[config.mk]
export PLATFORM = sky130hd
export DESIGN_NAME = key_press_classifier_unit
export DESIGN_NICKNAME = d
export VERILOG_FILES = /design/src/hdl/kpc_pkg.sv /design/src/hdl/key_press_classifier_unit.sv /design/src/hdl/kpc_lane.sv /design/src/hdl/kpc_merge.sv
export SDC_FILE = /design/constraint.sdc
export NUM_CORES = 1
export LEC_CHECK = 0
export ABC_AREA = 1
export BUFFER_PORTS_ARGS = -buffer_cell sky130_fd_sc_hd__buf_2
export CORE_ASPECT_RATIO = 1.5
export CORE_MARGIN = 2
export CORE_UTILIZATION = 45
export DETAILED_ROUTE_END_ITERATION = 10
export PLACE_DENSITY_LB_ADDON = 0.08
export SLEW_MARGIN = 20
export SYNTH_ARGS = -nofsm -noshare
export SYNTH_HDL_FRONTEND = slang
export SYNTH_SLANG_ARGS = --single-unit
[constraint.sdc]
create_clock -name clk -period 4.35 [get_ports clk]
set_input_delay 0.87 -clock clk [delete_from_list [all_inputs] [get_ports clk]]
set_output_delay 0.87 -clock clk [all_outputs]
set_load 0.01 [all_outputs]
[src/hdl/kpc_pkg.sv]
package kpc_pkg;

    localparam int NUM_KEYS   = 4;
    localparam int TIME_W     = 16;
    localparam int EVENT_W    = 2;
    localparam int CFG_DATA_W = 16;
    localparam int CFG_IDX_W  = 1;

    localparam logic [TIME_W-1:0] SHORT_LIMIT_RESET = 16'd40;
    localparam logic [TIME_W-1:0] STUCK_LIMIT_RESET = 16'd3000;

    // register indexes
    localparam logic [CFG_IDX_W-1:0] CFG_SHORT_LIMIT = 1'b0;
    localparam logic [CFG_IDX_W-1:0] CFG_STUCK_LIMIT = 1'b1;

    typedef logic [EVENT_W-1:0] event_t;

    localparam event_t EV_NONE    = 2'd0;
    localparam event_t EV_PRESSED = 2'd1;
    localparam event_t EV_SHORT   = 2'd2;
    localparam event_t EV_LONG    = 2'd3;

    // what one lane reports to the merge stage
    typedef struct packed {
        event_t ev;
        logic   stuck;
    } lane_result_t;

endpackage

[src/hdl/key_press_classifier_unit.sv]
// Channel  | Direction | Handshake             | Word
// ---------+-----------+-----------------------+----------------------------------
// in       | input     | in_valid / in_stall   | time_now, pressed_mask, ack_mask
// out      | output    | out_valid / out_stall | key0..3_event, stuck_mask
// cfg      | input     | cfg_we                | cfg_index, cfg_data
//
// One word per cycle while in_stall is low; a result appears in the cycle after its input word is taken.
// A single output register follows the four key lanes.
// rst_n is asynchronous: all key state clears, limits return to 40 and 3000.
// in_stall is high only while a result sits in the output register and
// out_stall holds it; a word is taken in the same cycle the result leaves.
module key_press_classifier_unit
(
    input  logic                                clk,
    input  logic                                rst_n,
    // input channel
    input  logic                                in_valid,
    output logic                                in_stall,
    input  logic [kpc_pkg::TIME_W-1:0]          time_now,
    input  logic [kpc_pkg::NUM_KEYS-1:0]        pressed_mask,
    input  logic [kpc_pkg::NUM_KEYS-1:0]        ack_mask,
    // output channel
    output logic                                out_valid,
    input  logic                                out_stall,
    output logic [kpc_pkg::EVENT_W-1:0]         key0_event,
    output logic [kpc_pkg::EVENT_W-1:0]         key1_event,
    output logic [kpc_pkg::EVENT_W-1:0]         key2_event,
    output logic [kpc_pkg::EVENT_W-1:0]         key3_event,
    output logic [kpc_pkg::NUM_KEYS-1:0]        stuck_mask,
    // configuration
    input  logic                                cfg_we,
    input  logic [kpc_pkg::CFG_IDX_W-1:0]       cfg_index,
    input  logic [kpc_pkg::CFG_DATA_W-1:0]      cfg_data
);

    logic [kpc_pkg::TIME_W-1:0] short_limit_reg;
    logic [kpc_pkg::TIME_W-1:0] stuck_limit_reg;
    logic                       accept;

    kpc_pkg::lane_result_t [kpc_pkg::NUM_KEYS-1:0] lane_res;

    // output register full and held: no room for a new word
    assign in_stall = out_valid & out_stall;
    assign accept   = in_valid & ~in_stall;

    // limit registers
    always_ff @(posedge clk or negedge rst_n)
    begin
        if (!rst_n)
        begin
            short_limit_reg <= kpc_pkg::SHORT_LIMIT_RESET;
            stuck_limit_reg <= kpc_pkg::STUCK_LIMIT_RESET;
        end
        else if (cfg_we)
        begin
            unique case (cfg_index)
                kpc_pkg::CFG_SHORT_LIMIT: short_limit_reg <= cfg_data;
                kpc_pkg::CFG_STUCK_LIMIT: stuck_limit_reg <= cfg_data;
                default: ;
            endcase
        end
    end

    // one lane per key; each lane holds that key's debounce and hold state
    // and presents its next event and stuck flag to the merge stage
    for (genvar k = 0; k < kpc_pkg::NUM_KEYS; k++)
    begin : g_lane
        kpc_lane u_lane
        (
            .clk         (clk),
            .rst_n       (rst_n),
            .enable      (accept),
            .level       (pressed_mask[k]),
            .ack         (ack_mask[k]),
            .time_now    (time_now),
            .short_limit (short_limit_reg),
            .stuck_limit (stuck_limit_reg),
            .result      (lane_res[k])
        );
    end

    // merge stage gathers the lanes into one result word
    kpc_merge u_merge
    (
        .clk        (clk),
        .rst_n      (rst_n),
        .load       (accept),
        .lane_res   (lane_res),
        .out_stall  (out_stall),
        .out_valid  (out_valid),
        .key0_event (key0_event),
        .key1_event (key1_event),
        .key2_event (key2_event),
        .key3_event (key3_event),
        .stuck_mask (stuck_mask)
    );

endmodule

[src/hdl/kpc_lane.sv]
module kpc_lane
(
    input  logic                              clk,
    input  logic                              rst_n,
    input  logic                              enable,
    input  logic                              level,
    input  logic                              ack,
    input  logic [kpc_pkg::TIME_W-1:0]        time_now,
    input  logic [kpc_pkg::TIME_W-1:0]        short_limit,
    input  logic [kpc_pkg::TIME_W-1:0]        stuck_limit,
    output kpc_pkg::lane_result_t             result
);

    // previous sample is the registered sample_now, seen before the shift
    logic                         sample_now_reg,  sample_now_next;
    logic                         filtered_reg,    filtered_next;
    logic                         stuck_reg,       stuck_next;
    kpc_pkg::event_t              event_reg,       event_next;
    logic [kpc_pkg::TIME_W-1:0]   stamp_reg,       stamp_next;
    logic [kpc_pkg::TIME_W-1:0]   held_reg,        held_next;
    logic [kpc_pkg::TIME_W-1:0]   hold_diff;
    kpc_pkg::event_t              event_acked;

    // wrapping hold time since last released sample
    assign hold_diff   = time_now - stamp_reg;
    assign event_acked = ack ? kpc_pkg::EV_NONE : event_reg;

    always_comb
    begin
        sample_now_next  = level;
        filtered_next    = filtered_reg;
        stuck_next       = stuck_reg;
        event_next       = event_acked;
        stamp_next       = stamp_reg;
        held_next        = held_reg;
        if (!stuck_reg)
        begin
            if (level)
            begin
                if (sample_now_reg)
                begin
                    if (!filtered_reg)
                    begin
                        event_next = kpc_pkg::EV_PRESSED;
                    end
                    filtered_next = 1'b1;
                end
                held_next = hold_diff;
                if (hold_diff > stuck_limit)
                begin
                    sample_now_next  = 1'b0;
                    filtered_next    = 1'b0;
                    event_next       = kpc_pkg::EV_NONE;
                    stuck_next       = 1'b1;
                end
            end
            else
            begin
                stamp_next = time_now;
                if (!sample_now_reg)
                begin
                    if (event_acked == kpc_pkg::EV_PRESSED)
                    begin
                        event_next = (held_reg < short_limit) ? kpc_pkg::EV_SHORT
                                                              : kpc_pkg::EV_LONG;
                    end
                    filtered_next = 1'b0;
                    held_next     = '0;
                end
            end
        end
    end

    always_ff @(posedge clk or negedge rst_n)
    begin
        if (!rst_n)
        begin
            sample_now_reg  <= 1'b0;
            filtered_reg    <= 1'b0;
            stuck_reg       <= 1'b0;
            event_reg       <= kpc_pkg::EV_NONE;
            stamp_reg       <= '0;
            held_reg        <= '0;
        end
        else if (enable)
        begin
            sample_now_reg  <= sample_now_next;
            filtered_reg    <= filtered_next;
            stuck_reg       <= stuck_next;
            event_reg       <= event_next;
            stamp_reg       <= stamp_next;
            held_reg        <= held_next;
        end
    end

    assign result.ev    = event_next;
    assign result.stuck = stuck_next;

endmodule

[src/hdl/kpc_merge.sv]
module kpc_merge
(
    input  logic                                        clk,
    input  logic                                        rst_n,
    input  logic                                        load,
    input  kpc_pkg::lane_result_t [kpc_pkg::NUM_KEYS-1:0] lane_res,
    input  logic                                        out_stall,
    output logic                                        out_valid,
    output logic [kpc_pkg::EVENT_W-1:0]                 key0_event,
    output logic [kpc_pkg::EVENT_W-1:0]                 key1_event,
    output logic [kpc_pkg::EVENT_W-1:0]                 key2_event,
    output logic [kpc_pkg::EVENT_W-1:0]                 key3_event,
    output logic [kpc_pkg::NUM_KEYS-1:0]                stuck_mask
);

    logic                                   valid_reg, valid_next;
    kpc_pkg::event_t [kpc_pkg::NUM_KEYS-1:0] events_reg;
    logic [kpc_pkg::NUM_KEYS-1:0]           stuck_reg, stuck_merged;

    always_comb
    begin
        for (int k = 0; k < kpc_pkg::NUM_KEYS; k++)
        begin
            stuck_merged[k] = lane_res[k].stuck;
        end
        if (load)
        begin
            valid_next = 1'b1;
        end
        else if (!out_stall)
        begin
            valid_next = 1'b0;
        end
        else
        begin
            valid_next = valid_reg;
        end
    end

    always_ff @(posedge clk or negedge rst_n)
    begin
        if (!rst_n)
        begin
            valid_reg <= 1'b0;
        end
        else
        begin
            valid_reg <= valid_next;
        end
    end

    // payload, no reset
    always_ff @(posedge clk)
    begin
        if (load)
        begin
            for (int k = 0; k < kpc_pkg::NUM_KEYS; k++)
            begin
                events_reg[k] <= lane_res[k].ev;
            end
            stuck_reg <= stuck_merged;
        end
    end

    assign out_valid  = valid_reg;
    assign key0_event = events_reg[0];
    assign key1_event = events_reg[1];
    assign key2_event = events_reg[2];
    assign key3_event = events_reg[3];
    assign stuck_mask = stuck_reg;

endmodule

==> impl_metrics.json, run 1 <==
{
  "synthAdderAreaFrac": 0.1733,
  "die_height_um": 218.1,
  "tns_ps": 0,
  "crit_path_start": "time_now[0]",
  "cts_setup_buffers": 0,
  "root_buffer": "clkbuf_16",
  "cpPeakStageDelay_ps": 450,
  "placed_cell_area_um2": 14560,
  "grt_pass1_wl_mm": 63.00,
  "synth_common_cells": "476 x nand2_1, 286 x inv_1, 184 x ha_1",
  "antenna_found_initial": 0,
  "timing.critical_path.buf_inv": 5,
  "dp_hpwl_mm": 32.08,
  "die_area_um2": 31990,
  "gp_congestion": 0.9721,
  "syn_inst": 1797,
  "critical_path.top_delay_family": "simple AND/OR/NAND/NOR gates",
  "yosys.area.top_type_share": 0.3131,
  "p_total_mw": 4.758,
  "slew_headroom": 0.3808,
  "drive_gt1_frac": 0.07836,
  "dp_slack_ps": 310.1,
  "period_needed_ps": 3617,
  "min_path_type": "reg2reg",
  "viasPerCell": 5.150,
  "drv_slew": 0,
  "period_share": 0.8315,
  "io_pins": 60,
  "p_per_area_nw_per_um2": 313.5,
  "stdcell_count": 2276,
  "slowest_stage": "fa_1",
  "wl_per_cell_um": 17.42,
  "clock-sinks": 193,
  "clk_latency_ps": 460,
  "path_cells": "buf_2 -> inv_1 -> ha_1 -> fa_1 -> inv_1 -> nand2_1 -> nand3b_2 -> nand3_1 -> nor2_1 -> o21ai_0 -> nand2_1 -> inv_1 -> ha_1 -> nand2_1 -> inv_1 -> nand3_1 -> nor2_1 -> nand3_1 -> nand2_1 -> nand3_1 -> a21boi_0",
  "port_buffers": 59,
  "synthMuxAreaShare": 0,
  "synth_cell_types": 43,
  "rows": 78,
  "dr.pass1.iters": 5,
  "clk_pin_slew_ps": 70,
  "yosysTopAreaCell": "dfrtp_1",
  "synth_warnings": 0,
  "syn-cell-area_um2": 13750,
  "hold_viol_final": 0,
  "synthXorXnorAreaFrac": 0.02612,
  "drcViolationCount": 0,
  "fmax_ghz": 0.2765,
  "antenna_cells": 0,
  "outcome": "completed",
  "synth_most_common_cell": "nand2_1",
  "synth-seq-area-share": 0.3565,
  "crit_fanout": 8,
  "antenna_left": 0,
  "synth_top_family_by_area": "simple AND/OR/NAND/NOR gates",
  "fin_util": 0.5033,
  "grt_max_degree": 87,
  "required_ps": 4640,
  "rsz0062_at_grt": "no",
  "vias": 11720,
  "areaGrowthSynthToFinish_pct": 10.42,
  "tightest_slew_ps": 926.5,
  "setup_viol": 0,
  "cts_buffer_depth": 2,
  "grt_pass1_vias": 11690,
  "synth_compound_area_frac": 0.1365,
  "power_leakage_nw": 7.933,
  "syn_area_per_cell_um2": 7.649,
  "die_w_um": 146.7,
  "numCtsBuffers": 17,
  "initial_core_util": 0.4558,
  "crit_path_start_kind": "input pin",
  "synthArstFlopShare": 0.9378,
  "endpoint_kind": "register",
  "synth_nets": 2031,
  "cts_hold_buf": 0,
  "core_um2": 30160,
  "hold_start": "g_lane[1].u_lane.event_reg[0]",
  "synth-seq-cells": 193,
  "ys.flop_type": "dfrtp_1",
  "synth-simple-area-share": 0.2181,
  "drt_iter0_markers": 514,
  "fill_cells": 2986,
  "cts_tree": "yes",
  "routed_wl_mm": 39.65,
  "maxCapViolCount": 0,
  "synth-edff-count": 12,
  "design_area_um2": 15180,
  "crit_type": "in2reg",
  "fin_skew_ps": 12.68,
  "htreeDepth": 4,
  "cts_resized": 0,
  "overflow": 0,
  "placedCellCount": 2244,
  "nets": 2097,
  "timing.rr.start": "g_lane[2].u_lane.stamp_reg[0]",
  "cp.arrival_ps": 3910,
  "fin_ws_ps": 732.8,
  "synthTopCellsByArea": "dfrtp_1 31%, ha_1 17%, nand2_1 13%, inv_1 7.8%, o21ai_0 5.8%",
  "track_usage": 0.2576,
  "timing.hold.ws_ps": 481.1,
  "peakVddDrop_mv": 0.2491
}
[tightest hold or removal path, cell delays in order (launching register included)]
cell	delay, ps
dfrtp_1	340
nand2_1	50
nand2_1	50
[worst paths after layout]
check / to / depth (start not counted) / slack, ps
min reg2reg: g_lane[1].u_lane.event_reg[0] / 2 / 480
max: u_merge.key2_event[1] / 21 / 730
min: g_lane[1].u_lane.event_reg[0] / 2 / 480
min in group asynchronous: short_limit_reg[0] / 1 / 490
max in group asynchronous: stuck_limit_reg[11] / 2 / 2960
max reg2reg: u_merge.key2_event[1] / 19 / 990
[report_power, final]
part / switching, mW / total (mW) / internal [mW]
sequential: 0.0495 / 1.94 / 1.89
combinational: 0.738 / 1.12 / 0.386
clock: 0.724 / 1.70 / 0.972
[layer usage]
layer	vias up	wire, µm	global-route usage
li1	5960	-	-
met4	0	1761	0.1168
met3	70	1112	0.03117
met2	223	19710	0.4565
met1	5469	17070	0.3122
met5	-	0	0
[logic make-up after synthesis]
logic type / Yosys count
xor+xnor: 41
fa+ha+maj: 188
buf+inv: 322
compound gates: 335
flops: 193
simple gates: 718
[area by class of cell]
class                      instances  area, µm²  area share
multi-input combinational       1282       7616      0.5018
sequential                       193       4901      0.3229
inverter                         293       1100     0.07246
tap                              400      500.5     0.03297
clock buffer                      25      495.5     0.03264
timing repair buffer              76      441.7     0.02910
clock inverter                     7      123.9    0.008161
[layout by cell type (no fill, tap or decap), drive strengths merged, types with 4 or more instances in the layout]
cell      n
o21bai   12
edfxtp   12
a21o     18
ha      184
nand2   483
o21ai   172
and2     15
nor3     18
fa        4
a21oi   103
nor2     88
inv     294
a31oi     5
buf      76
clkbuf   25
xnor2     7
xor2     34
nand3    89
dfrtp   172
a21boi    6
dfstp     9
a22o     13
nand4    21
(Power assumes the default switching activity.)
==> run 2, diff against run 1 <==
==> constraint.sdc (replaced) <==
create_clock -name clk -period 3 [get_ports clk]
set_input_delay 0.6 -clock clk [delete_from_list [all_inputs] [get_ports clk]]
set_output_delay 0.6 -clock clk [all_outputs]
set_load 0.01 [all_outputs]
==> run 2 against run 1 <==
The run now ends with negative setup slack left; non-clock buffer count grew 267; combinational power rose by 100%; global-route usage is 0.71 points higher; clock power increased by 35%; die area stayed put; cell count is 12% higher; clock skew fell by 1.5 ps; register-to-register slack worse by 1100 ps; critical path type is now reg2reg; highest routed layer unchanged.
==> impl_metrics.json, run 2 (same netlist as run 1, synthesis figures left out) <==
{
  "die_area_um2": 31990,
  "routed_wl_mm": 42.19,
  "overflow": 0,
  "rows": 78,
  "crit_path_start": "g_lane[1].u_lane.stamp_reg[0]",
  "crit_fanout": 3,
  "vias": 12790,
  "clock-sinks": 193,
  "rr_worst_depth": 18,
  "slew_headroom": 0.3851,
  "path_cells": "ha_2 -> fa_2 -> o21ai_4 -> nand3_2 -> nand2_4 -> a21oi_2 -> or2_1 -> and2_4 -> ha_4 -> nand2_2 -> inv_2 -> nand3_4 -> nor2_4 -> nand2_2 -> nand2_4 -> nand3_4 -> nand2_4 -> a21oi_2",
  "areaGrowthSynthToFinish_pct": 32.83,
  "fmax_ghz": 0.3186,
  "clk_pin_slew_ps": 80,
  "p_total_mw": 7.351,
  "die_height_um": 218.1,
  "cpPeakStageDelay_ps": 390,
  "track_usage": 0.2647,
  "rsz0062_at_grt": "yes",
  "fin_ws_ps": -138.9,
  "port_buffers": 59,
  "final_common_cell": "nand2_1",
  "peakVddDrop_mv": 0.3849,
  "placed_cell_area_um2": 16390,
  "maxCapViolCount": 0,
  "wl_per_cell_um": 16.59,
  "root_buffer": "clkbuf_16",
  "gp_congestion": 0.9171,
  "p_switching_mw": 2.523,
  "cp.arrival_ps": 3350,
  "clk_latency_ps": 470,
  "tightest_slew_ps": 920.1,
  "p_per_area_nw_per_um2": 402.6,
  "crit_top_cell": "nand2_4",
  "htreeDepth": 4,
  "antenna_left": 0,
  "hold_viol_final": 0,
  "grt_pass1_vias": 12590,
  "critical_path.top_delay_family": "simple AND/OR/NAND/NOR gates",
  "required_ps": 3210,
  "grt_pass1_wl_mm": 65.38,
  "drv_slew": 0,
  "timing.critical_path.buf_inv": 1,
  "viasPerCell": 5.028,
  "internal_power_mw": 4.827,
  "io_pins": 60,
  "drt_iter0_markers": 676,
  "crit_path_start_kind": "register",
  "timing.rr.start": "g_lane[1].u_lane.stamp_reg[0]",
  "crit_type": "reg2reg",
  "endpoint_kind": "register",
  "dr.pass1.iters": 5,
  "cts_tree": "yes",
  "period_needed_ps": 3139,
  "antenna_found_initial": 0,
  "dp_hpwl_mm": 33.44,
  "drive_gt1_frac": 0.2795,
  "drcViolationCount": 0,
  "tns_ps": -895.2,
  "period_share": 1.046,
  "pwr-share-seq": 0.383,
  "failed_checks": "negative setup slack",
  "dp_slack_ps": -614.1,
  "numCtsBuffers": 17,
  "antenna_cells": 0,
  "core_um2": 30160,
  "r2r_setup_slack_ps": -140,
  "final_cell_mix": "425 x nand2_1, 277 x buf_4, 275 x inv_1, 172 x dfrtp_1, 153 x ha_1",
  "nets": 2364,
  "fin_skew_ps": 11.19,
  "power_leakage_nw": 9.346,
  "setup_viol": 15,
  "outcome": "finished, violations left",
  "sw_frac_of_total": 0.3433,
  "min_path_type": "in2async",
  "reg2reg_to": "u_merge.key1_event[0]",
  "cts_buffer_depth": 2,
  "clockPowerShare": 0.312,
  "initial_core_util": 0.4558,
  "power_frac_comb": 0.305,
  "die_w_um": 146.7,
  "grt_max_degree": 61,
  "slowest_stage": "dfrtp_1",
  "design_area_um2": 18260
}
==> run 2: layer usage <==
metal  GRT usage  up-vias  routed length [µm]
met5           0        -                   0
met4      0.1482        0                2421
met3     0.03243       85                1126
met2      0.4638      257               20840
met1      0.3135     5937               17800
li1            -     6506                   -
==> run 2: power by group through the flow <==
stage          logic, mW  clock network, mW  registers (mW)
2_1_floorplan       1.07                  0            2.84
3_3_place_gp        1.87                  0            2.86
3_5_place_dp        1.92                  0            2.86
4_1_cts             2.02               2.37            2.81
5_1_grt             2.50               2.43            2.83
6_report            2.24               2.29            2.82
==> run 2: worst max-delay path by stage <==
stage	slack [ps]	endpoint	depth (start not counted)
2_1_floorplan	-130	u_merge.key1_event[0]	19
3_3_place_gp	-550	u_merge.key0_event[1]	22
3_5_place_dp	-610	u_merge.key0_event[1]	20
4_1_cts	-70	u_merge.key1_event[1]	18
5_1_grt	-290	u_merge.key0_event[0]	19
6_report	-140	u_merge.key1_event[0]	18
==> run 2: through the flow <==
step	instances	hold WS (ps)	util
6_report	2543	117.8	0.6055
5_1_grt	2543	154.1	0.6055
4_1_cts	2528	123.4	0.5759
3_5_place_dp	2480	465.7	0.5436
3_3_place_gp	2480	460.5	0.5436
2_1_floorplan	1797	304.4	-
==> run 2: repair_timing <==
item | 4_1_cts | 5_1_grt
hold endpoints to repair | 0 | 0
hold buffers | 0 | 0
setup buffers | 17 | 15
pin swaps | 40 | 63
setup endpoints to repair | 26 | 33
resized for setup | 65 | 167
==> run 2: final cells by class <==
type,instances,area (µm²)
clock buffers,18,439.2
well taps,400,500.5
clock inverters,14,136.4
multi-input cells,1282,8696
flip-flops and latches,193,4901
repair buffers,343,2486
fillers,2751,11900
inverters,293,1100
